## config.mk

```make
export PLATFORM = sky130hd
export DESIGN_NAME = pi_motor_speed_controller_core
export DESIGN_NICKNAME = d
export VERILOG_FILES = /design/src/sv/pmsc_pkg.sv /design/src/sv/pi_motor_speed_controller_core.sv
export SDC_FILE = /design/constraint.sdc
export NUM_CORES = 1
export LEC_CHECK = 0
export ABC_AREA = 1
export BUFFER_PORTS_ARGS = -buffer_cell sky130_fd_sc_hd__buf_2
export CAP_MARGIN = 10
export CORE_ASPECT_RATIO = 0.75
export CORE_MARGIN = 2
export CORE_UTILIZATION = 29
export CTS_CLUSTER_SIZE = 25
export DETAILED_ROUTE_END_ITERATION = 7
export PLACE_DENSITY = 0.48
export SLEW_MARGIN = 20
export SYNTH_ARGS = -nofsm -noshare
export SYNTH_HDL_FRONTEND = slang
export SYNTH_SLANG_ARGS = --single-unit
```

## constraint.sdc

```tcl
create_clock -name clk -period 6.73 [get_ports clk]
set_input_delay 0.3365 -clock clk [delete_from_list [all_inputs] [get_ports clk]]
set_output_delay 0.3365 -clock clk [all_outputs]
set_load 0.01 [all_outputs]
```

## src/sv/pmsc_pkg.sv

```systemverilog
// Package for the PI motor speed controller core: register indexes,
// reset values and fixed field widths. No dependencies.
`timescale 1ns / 1ps
`default_nettype none
package pmsc_pkg;
	localparam int ENCODER_BITS_DEF    = 32;
	localparam int TICK_COUNT_BITS_DEF = 10;

	localparam int CFG_INDEX_BITS = 3;
	localparam int CFG_DATA_BITS  = 16;
	localparam int SPEED_BITS     = 24;
	localparam int ERR_BITS       = 26;
	localparam int INTEG_BITS     = 32;
	localparam int GAIN_BITS      = 16;
	localparam int SUM_BITS       = 43;

	localparam logic [2:0] REG_PERIOD  = 3'd0;
	localparam logic [2:0] REG_GNOW    = 3'd1;
	localparam logic [2:0] REG_GPRIOR  = 3'd2;
	localparam logic [2:0] REG_DMAX    = 3'd3;
	localparam logic [2:0] REG_DMIN    = 3'd4;
	localparam logic [2:0] REG_DBAND   = 3'd5;
	localparam logic [2:0] REG_SCALE   = 3'd6;

	localparam logic [9:0]         RST_PERIOD = 10'd100;
	localparam logic signed [15:0] RST_GNOW   = 16'sd5378;
	localparam logic signed [15:0] RST_GPRIOR = -16'sd4862;
	localparam logic signed [7:0]  RST_DMAX   = 8'sd120;
	localparam logic signed [7:0]  RST_DMIN   = 8'sd0;
	localparam logic [6:0]         RST_DBAND  = 7'd20;
	localparam logic [15:0]        RST_SCALE  = 16'd2842;
endpackage
`default_nettype wire

```

## src/sv/pi_motor_speed_controller_core.sv

```systemverilog
// PI motor speed controller core: speed measurement and incremental PI update.
// Depends on pmsc_pkg.
// A tick with no action goes straight to the result beat. A speed measurement runs a
// 16-step serial multiply and a restoring divide of ENCODER_BITS + 16 steps, then stores
// the speed; a PI update then runs a setup step, two 16-step serial multiplies and the
// finishing states that saturate the sum and set drive and integrator, before the beat.
// Flow: one tick at a time. The sequencer waits in its done state while the output is
// stalled and returns to idle, ready for the next tick, as the beat is registered.
// Reset: arst_n clears sequencer and PI state and loads the configuration reset values.
`timescale 1ns / 1ps
`default_nettype none
module pi_motor_speed_controller_core #(
	parameter int ENCODER_BITS    = pmsc_pkg::ENCODER_BITS_DEF,
	parameter int TICK_COUNT_BITS = pmsc_pkg::TICK_COUNT_BITS_DEF
) (
	input  wire                                  clk,
	input  wire                                  arst_n,
	input  wire                                  in_valid,
	output logic                                 in_stall,
	input  wire  [31:0]                          encoder_position,
	input  wire  [7:0]                           speed_setpoint,
	output logic                                 out_valid,
	input  wire                                  out_stall,
	output logic signed [7:0]                    drive_level,
	output logic [pmsc_pkg::SPEED_BITS-1:0]      measured_speed,
	output logic                                 speed_sampled,
	output logic                                 control_updated,
	input  wire                                  cfg_valid,
	output logic                                 cfg_ready,
	input  wire  [pmsc_pkg::CFG_INDEX_BITS-1:0]  cfg_index,
	input  wire  [pmsc_pkg::CFG_DATA_BITS-1:0]   cfg_data
);
	import pmsc_pkg::*;

	localparam int EB   = ENCODER_BITS;
	localparam int TB   = TICK_COUNT_BITS;
	localparam int PW   = EB + 16;             // width of delta times scale
	localparam int CW   = $clog2(PW + 1);
	localparam int CMPW = 17;
	localparam logic [TB-1:0] TICK_MAX = {TB{1'b1}};

	localparam logic [2:0] S_IDLE = 3'd0;
	localparam logic [2:0] S_MUL  = 3'd1;
	localparam logic [2:0] S_DIV  = 3'd2;
	localparam logic [2:0] S_PSET = 3'd3;
	localparam logic [2:0] S_PMUL = 3'd4;
	localparam logic [2:0] S_PADD = 3'd5;
	localparam logic [2:0] S_POUT = 3'd6;
	localparam logic [2:0] S_DONE = 3'd7;

	// Configuration registers. Writes must be issued only while idle; the block itself
	// does not enforce this, and the port is always ready.
	logic [9:0]         period_q;
	logic signed [15:0] gnow_q, gprior_q;
	logic signed [7:0]  dmax_q, dmin_q;
	logic [6:0]         dband_q;
	logic [15:0]        scale_q;

	assign cfg_ready = 1'b1;

	always_ff @(posedge clk or negedge arst_n) begin
		if (!arst_n) begin
			period_q <= RST_PERIOD;
			gnow_q   <= RST_GNOW;
			gprior_q <= RST_GPRIOR;
			dmax_q   <= RST_DMAX;
			dmin_q   <= RST_DMIN;
			dband_q  <= RST_DBAND;
			scale_q  <= RST_SCALE;
		end else if (cfg_valid) begin
			unique case (cfg_index)
				REG_PERIOD: period_q <= cfg_data[9:0];
				REG_GNOW:   gnow_q   <= cfg_data;
				REG_GPRIOR: gprior_q <= cfg_data;
				REG_DMAX:   dmax_q   <= cfg_data[7:0];
				REG_DMIN:   dmin_q   <= cfg_data[7:0];
				REG_DBAND:  dband_q  <= cfg_data[6:0];
				REG_SCALE:  scale_q  <= cfg_data;
				default: ;
			endcase
		end
	end

	// Sequencer state and working registers.
	logic [2:0]    state_q;
	logic [TB-1:0] mt_q, ct_q;
	logic [EB-1:0] prev_enc_q;
	logic [SPEED_BITS-1:0] speed_q;
	logic signed [ERR_BITS-1:0]   perr_q, err_q;
	logic signed [INTEG_BITS-1:0] integ_q, anew_q;
	logic signed [7:0] drive_q;
	logic [7:0]    sp_q;
	logic          samp_q, upd_q;
	logic [CW-1:0] cnt_q;

	// Serial multiplier (delta times scale), then restoring divider that
	// reuses the product register for the quotient.
	logic [EB-1:0] mag_q;
	logic [EB-1:0] mhi_q;
	logic [15:0]   mlo_q;
	logic [PW-1:0] quo_q;
	logic [TB-1:0] rem_q, elapsed_q;

	// Serial signed multiply-accumulate for the PI sum.
	logic signed [SUM_BITS-1:0] mcand_q, acc_q;
	logic [GAIN_BITS-1:0]       gain_q;

	// Output register.
	logic out_valid_q;
	logic out_free;
	logic done_fire;
	assign out_free  = !out_valid_q || !out_stall;
	assign out_valid = out_valid_q;
	// The finished tick hands its beat over once the speed is stored.
	assign done_fire = (state_q == S_DONE) && out_free && !(samp_q && !upd_q && cnt_q != '0);

	assign in_stall = (state_q != S_IDLE);
	logic in_acc;
	assign in_acc = in_valid && !in_stall;

	// Counters advance on every tick, saturate at their ceiling and restart from zero when due.
	logic [TB-1:0] mt_next, ct_next;
	logic          m_due, c_due;
	logic [EB-1:0] enc_in, delta;
	assign enc_in  = encoder_position[EB-1:0];
	assign mt_next = (mt_q < TICK_MAX) ? mt_q + 1'b1 : mt_q;
	assign ct_next = (ct_q < TICK_MAX) ? ct_q + 1'b1 : ct_q;
	assign m_due   = CMPW'(mt_next) >= CMPW'(period_q >> 1);
	assign c_due   = CMPW'(ct_next) >= CMPW'(period_q);
	assign delta   = enc_in - prev_enc_q;

	// Datapath helpers.
	logic [EB:0]   msum;
	logic [TB:0]   rshift;
	logic          rfit;
	logic signed [SUM_BITS-1:0] addend, tround, incr;
	logic signed [33:0] isum;
	logic signed [ERR_BITS-1:0] err_calc;
	logic signed [INTEG_BITS-1:0] hi_lim, lo_lim, db_lim, a_abs;
	logic signed [7:0] drive_calc;

	assign msum   = {1'b0, mhi_q} + (mlo_q[0] ? {1'b0, mag_q} : '0);
	assign rshift = {rem_q, quo_q[PW-1]};
	assign rfit   = rshift >= {1'b0, elapsed_q};

	assign err_calc = $signed({2'b00, sp_q, 8'h00}) - $signed({2'b00, speed_q});
	// The last gain bit carries negative weight.
	assign addend = !gain_q[0] ? '0 :
		(cnt_q[3:0] == 4'd15) ? -mcand_q : mcand_q;

	// Round to nearest, ties up, then floor-shift by the gain fraction.
	assign tround = acc_q + SUM_BITS'(2048);
	assign incr   = tround >>> 12;
	assign isum   = {{2{integ_q[31]}}, integ_q} + incr[33:0];

	assign hi_lim = {{16{dmax_q[7]}}, dmax_q, 8'h00};
	assign lo_lim = {{16{dmin_q[7]}}, dmin_q, 8'h00};
	assign db_lim = {17'd0, dband_q, 8'h00};
	assign a_abs  = anew_q[31] ? -anew_q : anew_q;

	always_comb begin
		priority if (anew_q > hi_lim) begin
			drive_calc = dmax_q;
		end else if (anew_q < lo_lim) begin
			drive_calc = dmin_q;
		end else if (anew_q < db_lim && anew_q > -db_lim) begin
			drive_calc = '0;
		end else begin
			drive_calc = anew_q[31] ? -$signed(a_abs[15:8]) : $signed(a_abs[15:8]);
		end
	end

	always_ff @(posedge clk or negedge arst_n) begin
		if (!arst_n) begin
			state_q     <= S_IDLE;
			mt_q        <= '0;
			ct_q        <= '0;
			prev_enc_q  <= '0;
			speed_q     <= '0;
			perr_q      <= '0;
			integ_q     <= '0;
			drive_q     <= '0;
			out_valid_q <= 1'b0;
			samp_q      <= 1'b0;
			upd_q       <= 1'b0;
			cnt_q       <= '0;
		end else begin
			out_valid_q <= done_fire || (out_valid_q && out_stall);
			unique case (state_q)
				S_IDLE: begin
					if (in_acc) begin
						sp_q      <= speed_setpoint;
						samp_q    <= m_due;
						upd_q     <= c_due;
						mt_q      <= m_due ? '0 : mt_next;
						ct_q      <= c_due ? '0 : ct_next;
						elapsed_q <= mt_next;
						mag_q     <= delta[EB-1] ? -delta : delta;
						mhi_q     <= '0;
						mlo_q     <= scale_q;
						cnt_q     <= '0;
						if (m_due) prev_enc_q <= enc_in;
						state_q   <= m_due ? S_MUL : (c_due ? S_PSET : S_DONE);
					end
				end
				S_MUL: begin
					mhi_q <= msum[EB:1];
					mlo_q <= {msum[0], mlo_q[15:1]};
					if (cnt_q == CW'(15)) begin
						quo_q   <= {msum[EB:1], msum[0], mlo_q[15:1]};
						rem_q   <= '0;
						cnt_q   <= '0;
						state_q <= S_DIV;
					end else begin
						cnt_q <= cnt_q + 1'b1;
					end
				end
				S_DIV: begin
					rem_q <= rfit ? TB'(rshift - {1'b0, elapsed_q}) : rshift[TB-1:0];
					quo_q <= {quo_q[PW-2:0], rfit};
					cnt_q <= cnt_q + 1'b1;
					if (cnt_q == CW'(PW - 1)) begin
						state_q <= upd_q ? S_PSET : S_DONE;
					end
				end
				S_PSET: begin
					if (samp_q && cnt_q != '0) begin
						// Quotient is complete: saturate it into the speed register.
						speed_q <= (|quo_q[PW-1:SPEED_BITS]) ? {SPEED_BITS{1'b1}}
							: quo_q[SPEED_BITS-1:0];
						cnt_q   <= '0;
					end else begin
						err_q   <= err_calc;
						mcand_q <= SUM_BITS'(err_calc);
						gain_q  <= gnow_q;
						acc_q   <= '0;
						cnt_q   <= '0;
						state_q <= S_PMUL;
					end
				end
				S_PMUL: begin
					acc_q <= acc_q + addend;
					cnt_q <= cnt_q + 1'b1;
					if (cnt_q == CW'(15)) begin
						mcand_q <= SUM_BITS'(perr_q);
						gain_q  <= gprior_q;
					end else begin
						mcand_q <= mcand_q <<< 1;
						gain_q  <= gain_q >> 1;
					end
					if (cnt_q == CW'(31)) state_q <= S_PADD;
				end
				S_PADD: begin
					perr_q <= err_q;
					if (sp_q == '0) begin
						anew_q <= '0;
					end else if (isum[33:31] != 3'b000 && isum[33:31] != 3'b111) begin
						anew_q <= isum[33] ? {1'b1, 31'd0} : {1'b0, {31{1'b1}}};
					end else begin
						anew_q <= isum[31:0];
					end
					state_q <= S_POUT;
				end
				S_POUT: begin
					drive_q <= drive_calc;
					integ_q <= (anew_q < lo_lim) ? lo_lim : anew_q;
					state_q <= S_DONE;
				end
				S_DONE: begin
					// A measurement without update still has its speed to store.
					if (samp_q && !upd_q && cnt_q != '0) begin
						speed_q <= (|quo_q[PW-1:SPEED_BITS]) ? {SPEED_BITS{1'b1}}
							: quo_q[SPEED_BITS-1:0];
						cnt_q   <= '0;
					end else if (out_free) begin
						state_q <= S_IDLE;
					end
				end
				default: state_q <= S_IDLE;
			endcase
		end
	end

	// The output beat carries the state as it stands after this tick.
	always_ff @(posedge clk) begin
		if (done_fire) begin
			drive_level     <= drive_q;
			measured_speed  <= speed_q;
			speed_sampled   <= samp_q;
			control_updated <= upd_q;
		end
	end

	a_busy_stalls: assert property (@(posedge clk) disable iff (!arst_n)
		(state_q != S_IDLE) |-> in_stall)
		else $error("input accepted while the sequencer is busy");
	a_div_nonzero: assert property (@(posedge clk) disable iff (!arst_n)
		(state_q == S_DIV) |-> (elapsed_q != '0))
		else $error("speed divide with zero elapsed ticks");
	a_done_loads: assert property (@(posedge clk) disable iff (!arst_n)
		done_fire |=> (out_valid && state_q == S_IDLE))
		else $error("finished tick did not produce a result beat");
endmodule
`default_nettype wire
```

==> out/results.txt, run 1 <==
Setup repair after global routing left no endpoint under its margin. By count the netlist is led by nand2_1 (1,330), inv_1 (632), nor2_1 (437), o21ai_0 (407), a21oi_1 (389). For this run the aggregate overflow at the end of global routing stands at 0.

The run gives 31,734 as the via count of the first global-routing pass. For the worst setup path, the data required time is 7.12 ns. After detailed routing, the average wire length per cell comes to 16.9 um.

STA classifies the critical path startpoint as a register. The overall via count from detail_route was 33,219; the number of buffers on the longest clock path was 3. Yosys instantiated no cell more often than nand2_1. The tools report the total placed instance area as 41,500 sq um. Of all cell types, the one taking the most synthesized area is edfxtp_1. The global placement routability congestion was 0.889.

After synthesis, the mean cell area works out to 7.77 sq um. The final critical-path required period is 4.72 ns. For the final routed database, the setup TNS stands at 0 ns. The pre-CTS setup slack came out at 2.04 ns.

In the routed design, unresolved DRC markers number 0. The maximum number of pins on one net before global-route repair is 141, and the maximum ir drop on the vdd rail is 287 uV. Yosys printed 0 warnings. For the final instance area, the log shows 44,400 sq um. The run finished with clean final reports.

The detailed router finished its first iteration with 2,527 violations. In the global route stage, overall resource usage came out at 17.2%. Floorplan row count: 116. On the worst path, the slowest cell contributes a delay of 0.60 ns. The die is 321 um tall. In the post-route analysis, the smallest setup slack over all paths is 2.01 ns. The sequential area share after synthesis is 42.0%.

After synthesis, the share of flip-flops with an asynchronous set or reset is 40.1%. The logs give 0 for the max-cap check violation count and 101 for the boundary pin count. The first detailed-routing pass ran for 5 iterations.

Power comes to 0.0187 W. For the leakage power summed over all cells, the log shows 20.1 nW. The highest attainable clock frequency came out at 212 MHz.

The predominant post-synthesis flop cell was edfxtp_1. The share of post-route cells with drive strength above 1 was 7.68%. The total count of max-transition violations in the final report was 0; the flop and latch count out of synthesis was 583. Data arrives at the worst endpoint at 5.11 ns. The remaining max-slew budget at the tightest pin is 27.8%.

The floorplan step defined a die boundary enclosing 137,000 sq um. Initial antenna violation count: 1. The critical path goes through ha_1 -> nand2_1 -> nor2_2 -> buf_4 -> inv_1 -> nor2_1 -> nor2_1 -> o21ai_0 -> a21oi_1 -> ha_1 -> a21oi_1 -> inv_1 -> a31oi_1 -> o21ai_0 -> a21o_1 -> a21oi_1 -> o21ai_0 -> o21ai_0 -> a21oi_1.

The overall routed net length was 118,000 um; the hold buffer count at CTS was 44. The wire-length estimate of the detail-placed layout is 88,700 um. After clock tree synthesis, the setup repair step added 0 buffers. Of all nets on the critical path, the largest fanout is 32. CTS placed an instance of clkbuf_16 at the clock tree root. In this run, synthesis inferred 349 flip-flops with an integrated enable.

Setup violations remaining at the end of the flow were counted as 0. Horizontal die dimension: 427 um. At the later pin of the worst-skew pair, clock insertion delay measures 0.69 ns. Dividing total power by cell area gives a power density of 422 nW/um^2.

After synthesis the cells add up to 39,000 sq um. The first global-routing pass estimated 185,000 um of wire. At the end of the flow, the number of nets in the layout was 5,468. When the netlist entered floorplanning its net count stood at 5,348. The final cell utilization of the core is 33.3%.

TritonCTS built the clock tree. The final-report hold violation count is 0, and the number of library cell types mapped by synthesis is 67. The tools report the clock sink count as 583. In this run, post-CTS repair resized a total of 0 instances.

Cell with the largest stage delay on the worst path: inv_1. The count of nets left with antenna violations once routing finished came out at 0. The clock-pin slew of the registers on the worst-case setup and hold paths was 0.06 ns. The worst-margin pin slew is 1.08 ns, and the area share of the largest cell type after synthesis is 26.9%.

In this run the standard cell core region covers 133,000 sq um. The setup clock skew after layout is 0.0509 ns. The worst setup path is captured at a register. In the post-synthesis netlist, the biggest area contributors are edfxtp_1 (27%), dfrtp_1 (13%), nand2_1 (13%).

Initial standard-cell utilization of the core: 29.2%. The port buffer count came out at 99. The number of buffers created by CTS was 70; the area growth from synthesis to final layout was 14.0%. Critical path class: reg -> reg.

Final worst-path cycle share: 70.2%. Number of levels the H-tree was split into: 3. Class of the worst hold path: in -> reg.

After detailed routing, the number of vias per cell comes to 4.77. Synthesis handed over a netlist of 5,016 instances.
## state kept, by name, summed over array words and instances (netlist names), 24 cells and up
signal          count
quo_q              48
acc_q              43
mcand_q            43
anew_q             32
integ_q            32
mag_q              32
mhi_q              32
prev_enc_q         32
err_q              25
perr_q             25
measured_speed     24
speed_q            24
## final cells by class
| class | count | area (sq um) |
|---|---|---|
| diodes | 1 | 2.50 |
| repair buffers | 169 | 1170 |
| inverters | 655 | 2460 |
| clock buffers | 94 | 1930 |
| flip-flops and latches | 583 | 16400 |
| fillers | 14121 | 89000 |
| clock inverters | 36 | 526 |
| multi-input cells | 3657 | 19700 |
| well taps | 1770 | 2210 |
## worst max-delay path: cells and delay by family (launching register included)
family | cells | cell delay (ns)
DFF | 1 | 0.40
AOI/OAI and AO/OA | 10 | 2.06
buffers and inverters | 3 | 0.91
adders and majority gates | 2 | 0.57
and+or+nand+nor | 4 | 0.47
## per-stage QoR
step / hold WS [ns] / instances
after CTS: 0.00155 / 6963
after global placement: 0.247 / 6789
after detailed placement: 0.249 / 6789
final: 0.0359 / 6965
after floorplan: 0.0409 / 5016
after global routing: 0.0249 / 6964
## placed cells by master (no fill, tap or decap), drive strengths merged, types with 5 or more instances in the layout
cell	n
nand2	1367
inv	658
nor2	465
o21ai	417
a21oi	389
edfxtp	349
ha	263
dfrtp	208
nand3	202
buf	125
xor2	110
clkbuf	94
nor3	86
nand4	74
xnor2	45
dlygate4sd3	44
a31oi	35
nor4	29
dfstp	26
o21a	23
clkinv	22
o21bai	21
a21o	19
nand3b	16
a2bb2oi	16
o211ai	13
and3	8
a21boi	8
a211oi	7
bufinv	7
and2	6
a221oi	5
fa	5
## cell families after synthesis
group                    count (synthesis)  synth area share, %
AO/OA/AOI/OAI                          972                 13.5
XOR/XNOR                               155                 3.50
adder cells (fa/ha/maj)                268                 8.71
buffers and inverters                  776                 7.60
flip-flops                             583                 42.0
multiplexers                             1               0.0257
other                                    1              0.00963
AND/OR/NAND/NOR                       2260                 24.6
## path summary, 6_finish.rpt
| check | to | cells after the start | slack, ns | from |
|---|---|---|---|---|
| min in group asynchronous | drive_q[3]$_DFFE_PN0P_ | 2 | 0.20 | arst_n |
| max in group asynchronous | perr_q[3]$_DFFE_PN0P_ | 4 | 4.57 | arst_n |
| worst min-delay path | gnow_q[12]$_DFFE_PN1P_ | 3 | 0.04 | cfg_data[12] |
| worst min register to register | perr_q[14]$_DFFE_PN0P_ | 2 | 0.43 | err_q[14]$_DFFE_PP_ |
| worst max register to register | acc_q[24]$_SDFFCE_PN0P_ | 19 | 2.01 | cnt_q[0]$_DFFE_PN0P_ |
| worst max-delay path | acc_q[24]$_SDFFCE_PN0P_ | 19 | 2.01 | cnt_q[0]$_DFFE_PN0P_ |
## per-layer routing
layer / vias to the layer above / GRT usage, % / wire [um]
li1: 16948 / - / -
met1: 15554 / 25.1 / 58600
met2: 601 / 26.4 / 51400
met3: 116 / 2.79 / 5380
met4: 0 / 3.72 / 2390
met5: - / 0 / 0
## power by group
| part | internal [W] | switching [W] | leakage, nW |
|---|---|---|---|
| sequential | 0.00527 | 0.000681 | 5.99 |
| clock | 0.00235 | 0.00172 | 1.18 |
| combinational | 0.00282 | 0.00590 | 12.9 |
| total | 0.0104 | 0.00831 | 20.1 |
Note: power is estimated with default switching activity, not from simulation.
==> inputs of run 2 (changes only) <==
==> constraint.sdc (replaced) <==
create_clock -name clk -period 4.05 [get_ports clk]
set_input_delay 0.2025 -clock clk [delete_from_list [all_inputs] [get_ports clk]]
set_output_delay 0.2025 -clock clk [all_outputs]
set_load 0.01 [all_outputs]
==> run 2 against run 1 <==
Effect of this change:
- the flow now finishes with violations (setup timing)
- count of clock-buffer cells in the layout grew 5
- non-clock buffer count up 131
- core utilization rose by 1.6 points
- critical path depth increased by 7
- flip-flop and latch count did not move
- combinational power up 87%
- setup slack got worse by 2.0 ns
- routed wire length rose by 3.0%
- global-route usage is 0.28 points higher
- via count up 1.7%
- clock skew shrank 0.014 ns
- cell count rose by 1.9%
- largest power group unchanged
- highest routed layer is now met5
==> out/results.txt, run 2 (synthesized netlist as in run 1, its figures left out) <==
The run gives 121,000 um (was 118,000 um) as the overall routed net length. The final-report hold violation count was 0 (unchanged); the setup clock skew after layout was 0.0372 ns (was 0.0509 ns). The number of buffers on the longest clock path was 3 (unchanged).

The global-route usage over all layers is 17.4% (was 17.2%), and the vertical die dimension is 321 um (unchanged). Most frequent cells in the layout: nand2_1 (1,292), inv_1 (619), nor2_1 (400) (was nand2_1 (1,327), inv_1 (631), nor2_1 (428)). The number of DRC violations after detailed-routing iteration 0 is 2,445 (was 2,527), and the final worst-path cycle share is 100% (was 70.2%). Critical path capture point type: a register (unchanged). Most common cell after layout, fill and taps aside: nand2_1 (unchanged).

The logs give 7,094 (was 6,965) for the non-filler instance count after layout and 133,000 sq um (unchanged) for the standard cell core area. For the total of endpoints with negative setup slack in the final report, the log shows 2 (was 0). The cell with the largest stage delay on the worst path was edfxtp_1 (was inv_1). The data arrival time of the worst path was 4.55 ns (was 5.11 ns). The boundary pin count is 101 (unchanged), and the critical-path maximum fanout is 15 (was 32). Class of the worst hold path: in -> async (was in -> reg). The number of routed nets with antenna violations came out at 0 (unchanged).

The total count of max-transition violations in the final report was 0 (unchanged). The logs give 42,200 sq um (was 41,500 sq um) for the total placed instance area and 91,000 um (was 88,700 um) for the half-perimeter wire length after detailed placement. The number of nets in the layout was 5,600 (was 5,468). Leading registers by flop count: quo_q x48, acc_q x43, mcand_q x43 (unchanged). The logs give 395 uV (was 287 uV) for the maximum ir drop on the vdd rail and 0 (unchanged) for the max-cap check violation count. The top register by number of flip-flops was quo_q (unchanged).

The horizontal die dimension is 427 um (unchanged), and the pre-CTS setup slack is -0.242 ns (was 2.04 ns). The final critical-path required period works out to 4.05 ns (was 4.72 ns). The average wire per cell in the routed design works out to 17.1 um (was 16.9 um).

Floorplan row count: 116 (unchanged). The share of post-route cells with drive strength above 1 came out at 13.6% (was 7.68%). The total placed cells including tap cells is 6,882 (was 6,789), and the clock latency on the worst-skew pair is 0.67 ns (was 0.69 ns). For the number of antenna diodes, the log shows 0 (was 1). The maximum number of pins on one net before global-route repair is 132 (was 141). Highest attainable clock frequency: 247 MHz (was 212 MHz). TritonCTS built the clock tree. The power density relative to cell area came out at 706 nW/um^2 (was 422 nW/um^2). The per-cell via count in the routed design was 4.76 (was 4.77). The initial standard-cell utilization of the core is 29.2% (unchanged), and the global placement routability congestion is 0.895 (was 0.889). The initial antenna violation count is 3 (was 1), and the maximum single-stage delay on the critical path is 0.36 ns (was 0.60 ns). Clock sink count: 583 (unchanged). The startpoint class of the critical path is a register (unchanged). The final instance area was 46,500 sq um (was 44,400 sq um); the number of DRC violations after detailed routing was 0 (unchanged).

The clock-pin slew of the registers on the worst-case setup and hold paths was 0.06 ns (about the same); the worst-margin pin slew was 1.01 ns (was 1.08 ns). The global-route wire length before repair was 188,000 um (was 185,000 um); the overall via count from detail_route was 33,789 (was 33,219). By instance count, the cell type seen most on the critical path is nand3_2. The minimum hold slack is 0.0721 ns (was 0.0359 ns), and the final setup slack of the worst path is -0.00442 ns (was 2.01 ns).

Root buffer cell: clkbuf_16 (unchanged). The via count of the first global-routing pass came out at 32,096 (was 31,734). Port buffer count: 99 (unchanged).

The total global routing overflow was 0 (unchanged); the area growth from synthesis to final layout was 19.3% (was 14.0%). Remaining max-slew budget at the tightest pin: 32.5% (was 27.8%). The critical path class is reg -> reg (unchanged). Number of flip-flops under the largest register name: 48 (unchanged).

The flow ran to the end, but the final reports show violations. Setup repair after global routing could not meet its margin everywhere. The run gives 70 (unchanged) as the number of buffers created by CTS. The checks that failed: setup timing. Leakage power summed over all cells: 20.9 nW (was 20.1 nW). The worst endpoint required time is 4.55 ns (was 7.12 ns), and the number of levels the H-tree was split into is 3 (unchanged).

The first-pass iteration count of the detailed router came out at 6 (was 5). The die outline area came out at 137,000 sq um (unchanged).
## run 2: changes by cell type in the layout (fill, tap and decap cells not counted), moves of 14 or more
cell and delta:
nand2_1 -35, buf_4 +116, ha_1 -29, nor2_2 +18, nor2_1 -28, nand3_1 -14
nand2_2 +27, o21ai_1 +32, ha_4 +20, a21oi_2 +45, o21ai_0 -39, a21oi_1 -49
## run 2: final timing paths
path / start / to / slack [ns] / cells after the start
max reg2reg: acc_q[11]$_SDFFCE_PN0P_ / anew_q[5]$_SDFFCE_PN0P_ / -0.004 / 26
min reg2reg: err_q[15]$_DFFE_PP_ / perr_q[15]$_DFFE_PN0P_ / 0.43 / 2
max in group asynchronous: arst_n / integ_q[9]$_DFFE_PN0P_ / 2.66 / 3
min: arst_n / gprior_q[7]$_DFFE_PN0P_ / 0.07 / 2
min in group clk: cfg_data[5] / scale_q[5]$_DFFE_PN0P_ / 0.08 / 3
max: acc_q[11]$_SDFFCE_PN0P_ / anew_q[5]$_SDFFCE_PN0P_ / -0.004 / 26
## run 2: final cells by class
class	instances	area, sq um
inverters	655	2480
well taps	1770	2210
repair buffers	300	2260
fillers	14061	86900
repair inverters	1	11.3
multi-input cells	3657	20800
clock buffers	99	2010
clock inverters	29	355
flip-flops and latches	583	16400
## run 2: power breakdown
group	switching, W	internal, W
clock	0.00277	0.00383
sequential	0.00117	0.00875
combinational	0.0106	0.00573
## run 2: per-stage QoR
step | power, W | utilization [%] | TNS, ns
floorplan | 0.0201 | - | 0
finish | 0.0328 | 34.9 | -0.00543
global route | 0.0356 | 34.9 | -7.86
global placement | 0.0249 | 31.6 | -6.65
detailed placement | 0.0250 | 31.6 | -6.43
CTS | 0.0319 | 33.9 | -0.0136
## run 2: per-layer routing
metal,wire length [um],GRT usage (%),vias to the layer above,part of all wire (%)
li1,-,-,17210,-
met1,61500,26.3,15802,51
met2,52200,26.4,657,43
met3,5520,2.34,118,4.6
met4,1980,3.31,2,1.6
met5,13,0,-,0.011
## run 2: worst max-delay path: cells and delay by family (launching register included)
kind	cells	cell delay [ns]
compound gates	6	0.79
flops	1	0.36
simple gates	13	1.72
xor+xnor	1	0.16
fa+ha+maj	2	0.41
buf+inv	4	0.44
## run 2: timing repair
action / in CTS / in global routing
hold buffers: 50 / 1
endpoints found under the hold margin: 109 / 1
buffers inserted: 3 / 29
setup endpoints to repair: 38 / 59
pin swaps: 3 / 75
cloned: 0 / 2
gates resized for setup: 18 / 285
==> inputs of run 3 (changes only) <==
==> constraint.sdc (replaced) <==
create_clock -name clk -period 3.68 [get_ports clk]
set_input_delay 0.736 -clock clk [delete_from_list [all_inputs] [get_ports clk]]
set_output_delay 0.736 -clock clk [all_outputs]
set_load 0.01 [all_outputs]
==> run 3 against run 2 <==
Effect of this change:
- the run still ends with setup timing left
- setup slack lost 0.39 ns
- global-route usage grew 0.48 points
- clock power grew 13%
- total power grew 21%
- first-iteration DRC count grew 9.6%
==> out/results.txt, run 3 (synthesized netlist as in run 1, its figures left out) <==
The flow ran to the end, but the final reports show violations. Violated checks: setup timing (unchanged). The logs give 125,000 um (was 121,000 um) for the overall routed net length and 246 MHz (was 247 MHz) for the highest attainable clock frequency. The share of post-route cells with drive strength above 1 was 22.9% (was 13.6%).

Leading registers by flop count: quo_q x48, acc_q x43, mcand_q x43 (unchanged). The run gives 0 (unchanged) as the total count of max-transition violations in the final report. For the clock latency on the worst-skew pair, the log shows 0.66 ns (was 0.67 ns). The clock-pin slew of the registers on the worst-case setup and hold paths came out at 0.06 ns (about the same).

The setup clock skew after layout is 0.0316 ns (was 0.0372 ns), and the number of flip-flops under the largest register name is 48 (unchanged). The hold buffer count at CTS is 0 (was 50). The initial standard-cell utilization of the core is 29.2% (unchanged). Clock sink count: 583 (unchanged). The number of buffers on the longest clock path is 3 (unchanged), and the vertical die dimension is 321 um (unchanged).

The root buffer cell is clkbuf_16 (unchanged). The area growth from synthesis to final layout came out at 29.1% (was 19.3%). The tools report the number of nets in the layout as 5,910 (was 5,600). The critical path capture point type was a register (unchanged). The port buffer count was 99 (unchanged); the critical-path maximum fanout was 15 (unchanged). The total of endpoints with negative setup slack in the final report is 44 (was 2).

The final critical-path required period is 4.07 ns (was 4.05 ns). The first-pass iteration count of the detailed router was 6 (unchanged); the final-report hold violation count was 0 (unchanged). The tools report the maximum number of pins on one net before global-route repair as 133 (was 132). For the leakage power summed over all cells, the log shows 22.8 nW (was 20.9 nW).

Setup repair after global routing could not meet its margin everywhere. The aggregate negative setup slack was -12.46 ns (was -0.00543 ns). The final cell utilization of the core was 37.7% (was 34.9%); the total global routing overflow was 0 (unchanged).

The data arrival time of the worst path is 4.58 ns (was 4.55 ns). The horizontal die dimension is 427 um (unchanged). Class of the worst hold path: in -> async (unchanged). The maximum ir drop on the vdd rail is 388 uV (was 395 uV).

Most frequent cells in the layout: nand2_1 (1,264), inv_1 (597), buf_4 (458) (was nand2_1 (1,292), inv_1 (619), nor2_1 (400)). The number of routed nets with antenna violations is 0 (unchanged). Critical path class: reg -> reg (unchanged). Top register by number of flip-flops: quo_q (unchanged).

The number of DRC violations after detailed-routing iteration 0 is 2,680 (was 2,445), and the final worst-path cycle share is 111% (was 100%). The overall via count from detail_route was 35,399 (was 33,789); the number of DRC violations after detailed routing was 0 (unchanged). The global placement routability congestion is 0.892 (was 0.895). For the remaining max-slew budget at the tightest pin, the log shows 30.4% (was 32.5%).

TritonCTS built the clock tree. The initial antenna violation count is 3 (unchanged), and the average wire per cell in the routed design is 16.9 um (was 17.1 um). The logs give 93,600 um (was 91,000 um) for the half-perimeter wire length after detailed placement and 33,709 (was 32,096) for the via count of the first global-routing pass.

The tools report the die outline area as 137,000 sq um (unchanged). The startpoint class of the critical path was a register (unchanged). The per-cell via count in the routed design came out at 4.78 (was 4.76).

The run gives 13,708 (was 14,061) as the number of fill cells. The worst endpoint required time was 4.19 ns (was 4.55 ns); the global-route wire length before repair was 194,000 um (was 188,000 um). The global-route usage over all layers is 17.9% (was 17.4%). The number of levels the H-tree was split into is 3 (unchanged). Pre-CTS setup slack: -0.524 ns (was -0.242 ns). Worst-margin pin slew: 1.04 ns (was 1.01 ns).

The most common cell after layout, fill and taps aside is nand2_1 (unchanged). The power density relative to cell area works out to 788 nW/um^2 (was 706 nW/um^2). The standard cell core area was 133,000 sq um (unchanged). The final setup slack of the worst path was -0.390 ns (was -0.00442 ns). The floorplan row count came out at 116 (unchanged). The boundary pin count is 101 (unchanged).

For the number of buffers created by CTS, the log shows 71 (was 70). The run gives 0 (unchanged) as the max-cap check violation count.
## run 3: cell types whose count changed in the layout (fill, tap and decap cells not counted), sizes merged
cell / previous run / this run
buf: 248 / 610
bufinv: 5 / 8
clkbuf: 100 / 95
clkinv: 20 / 22
clkinvlp: 5 / 8
diode: 0 / 3
dlygate4sd3: 51 / 0
inv: 655 / 652
## run 3: worst paths after layout
check / startpoint / end / slack (ns) / cells past startpoint
min in group clk: speed_setpoint[7] / sp_q[7]$_DFFE_PP_ / 0.27 / 1
worst min-delay path: arst_n / scale_q[5]$_DFFE_PN0P_ / 0.25 / 2
worst max-delay path: acc_q[12]$_SDFFCE_PN0P_ / anew_q[6]$_SDFFCE_PN0P_ / -0.39 / 26
worst max register to register: acc_q[12]$_SDFFCE_PN0P_ / anew_q[6]$_SDFFCE_PN0P_ / -0.39 / 26
max in group asynchronous: arst_n / drive_q[7]$_DFFE_PN0P_ / 2.01 / 3
worst min register to register: err_q[6]$_DFFE_PP_ / perr_q[6]$_DFFE_PN0P_ / 0.44 / 2
## run 3: power breakdown
group | leakage (nW) | internal (W) | switching, W | total [W]
Combinational | 15.6 | 0.00856 | 0.0127 | 0.0213
Clock | 1.18 | 0.00441 | 0.00302 | 0.00743
Sequential | 5.99 | 0.00962 | 0.00129 | 0.0109
Total | 22.8 | 0.0226 | 0.0170 | 0.0396
## run 3: final cells by class
class	instances	area [sq um]	area share, %
diodes	3	7.51	0.0149
clock buffers	95	2000	3.98
clock inverters	35	422	0.839
inverters	655	2480	4.94
multi-input cells	3657	22100	43.9
flip-flops and latches	583	16400	32.6
well taps	1770	2210	4.40
repair buffers	610	4710	9.37
## run 3: critical path: stages (launching register included)
cell	delay [ns]
edfxtp_1	0.36
ha_2	0.19
nand4_1	0.14
nor2_1	0.15
buf_4	0.15
nand4_4	0.09
nor2_4	0.14
nand3_2	0.10
nor2_4	0.16
nand3_2	0.11
nor3_4	0.30
nand3_2	0.11
xor2_1	0.14
inv_1	0.09
ha_4	0.27
a21oi_4	0.12
o21bai_1	0.07
a21oi_1	0.14
o21ai_1	0.08
a31oi_1	0.19
nand2_1	0.09
nand2_2	0.11
nand2_4	0.07
nor2_4	0.12
clkinv_4	0.12
buf_12	0.18
a21oi_1	0.14
## run 3: per-stage QoR
| stage | instances | hold WS [ns] | instance area, sq um | total power, W |
|---|---|---|---|---|
| 2_1_floorplan | 5016 | 0.425 | 39100 | 0.0222 |
| 3_3_place_gp | 7178 | 0.428 | 44600 | 0.0293 |
| 3_5_place_dp | 7178 | 0.432 | 44600 | 0.0295 |
| 4_1_cts | 7366 | 0.224 | 48700 | 0.0384 |
| 5_1_grt | 7406 | 0.234 | 50300 | 0.0427 |
| 6_report | 7408 | 0.247 | 50300 | 0.0396 |
## run 3: timing repair
action                     CTS  global route
pin swaps                  117           140
gates cloned                 2             0
setup endpoints to repair   62           135
buffers inserted            58            43
resized for setup          313           333
## run 3: layer usage
metal | wire (um) | part of all wire (%) | GRT usage, %
met4 | 2160 | 1.7 | 3.65
met2 | 52200 | 42 | 25.9
met3 | 6590 | 5.3 | 2.93
met5 | 0 | 0 | 0
met1 | 64100 | 51 | 27.6
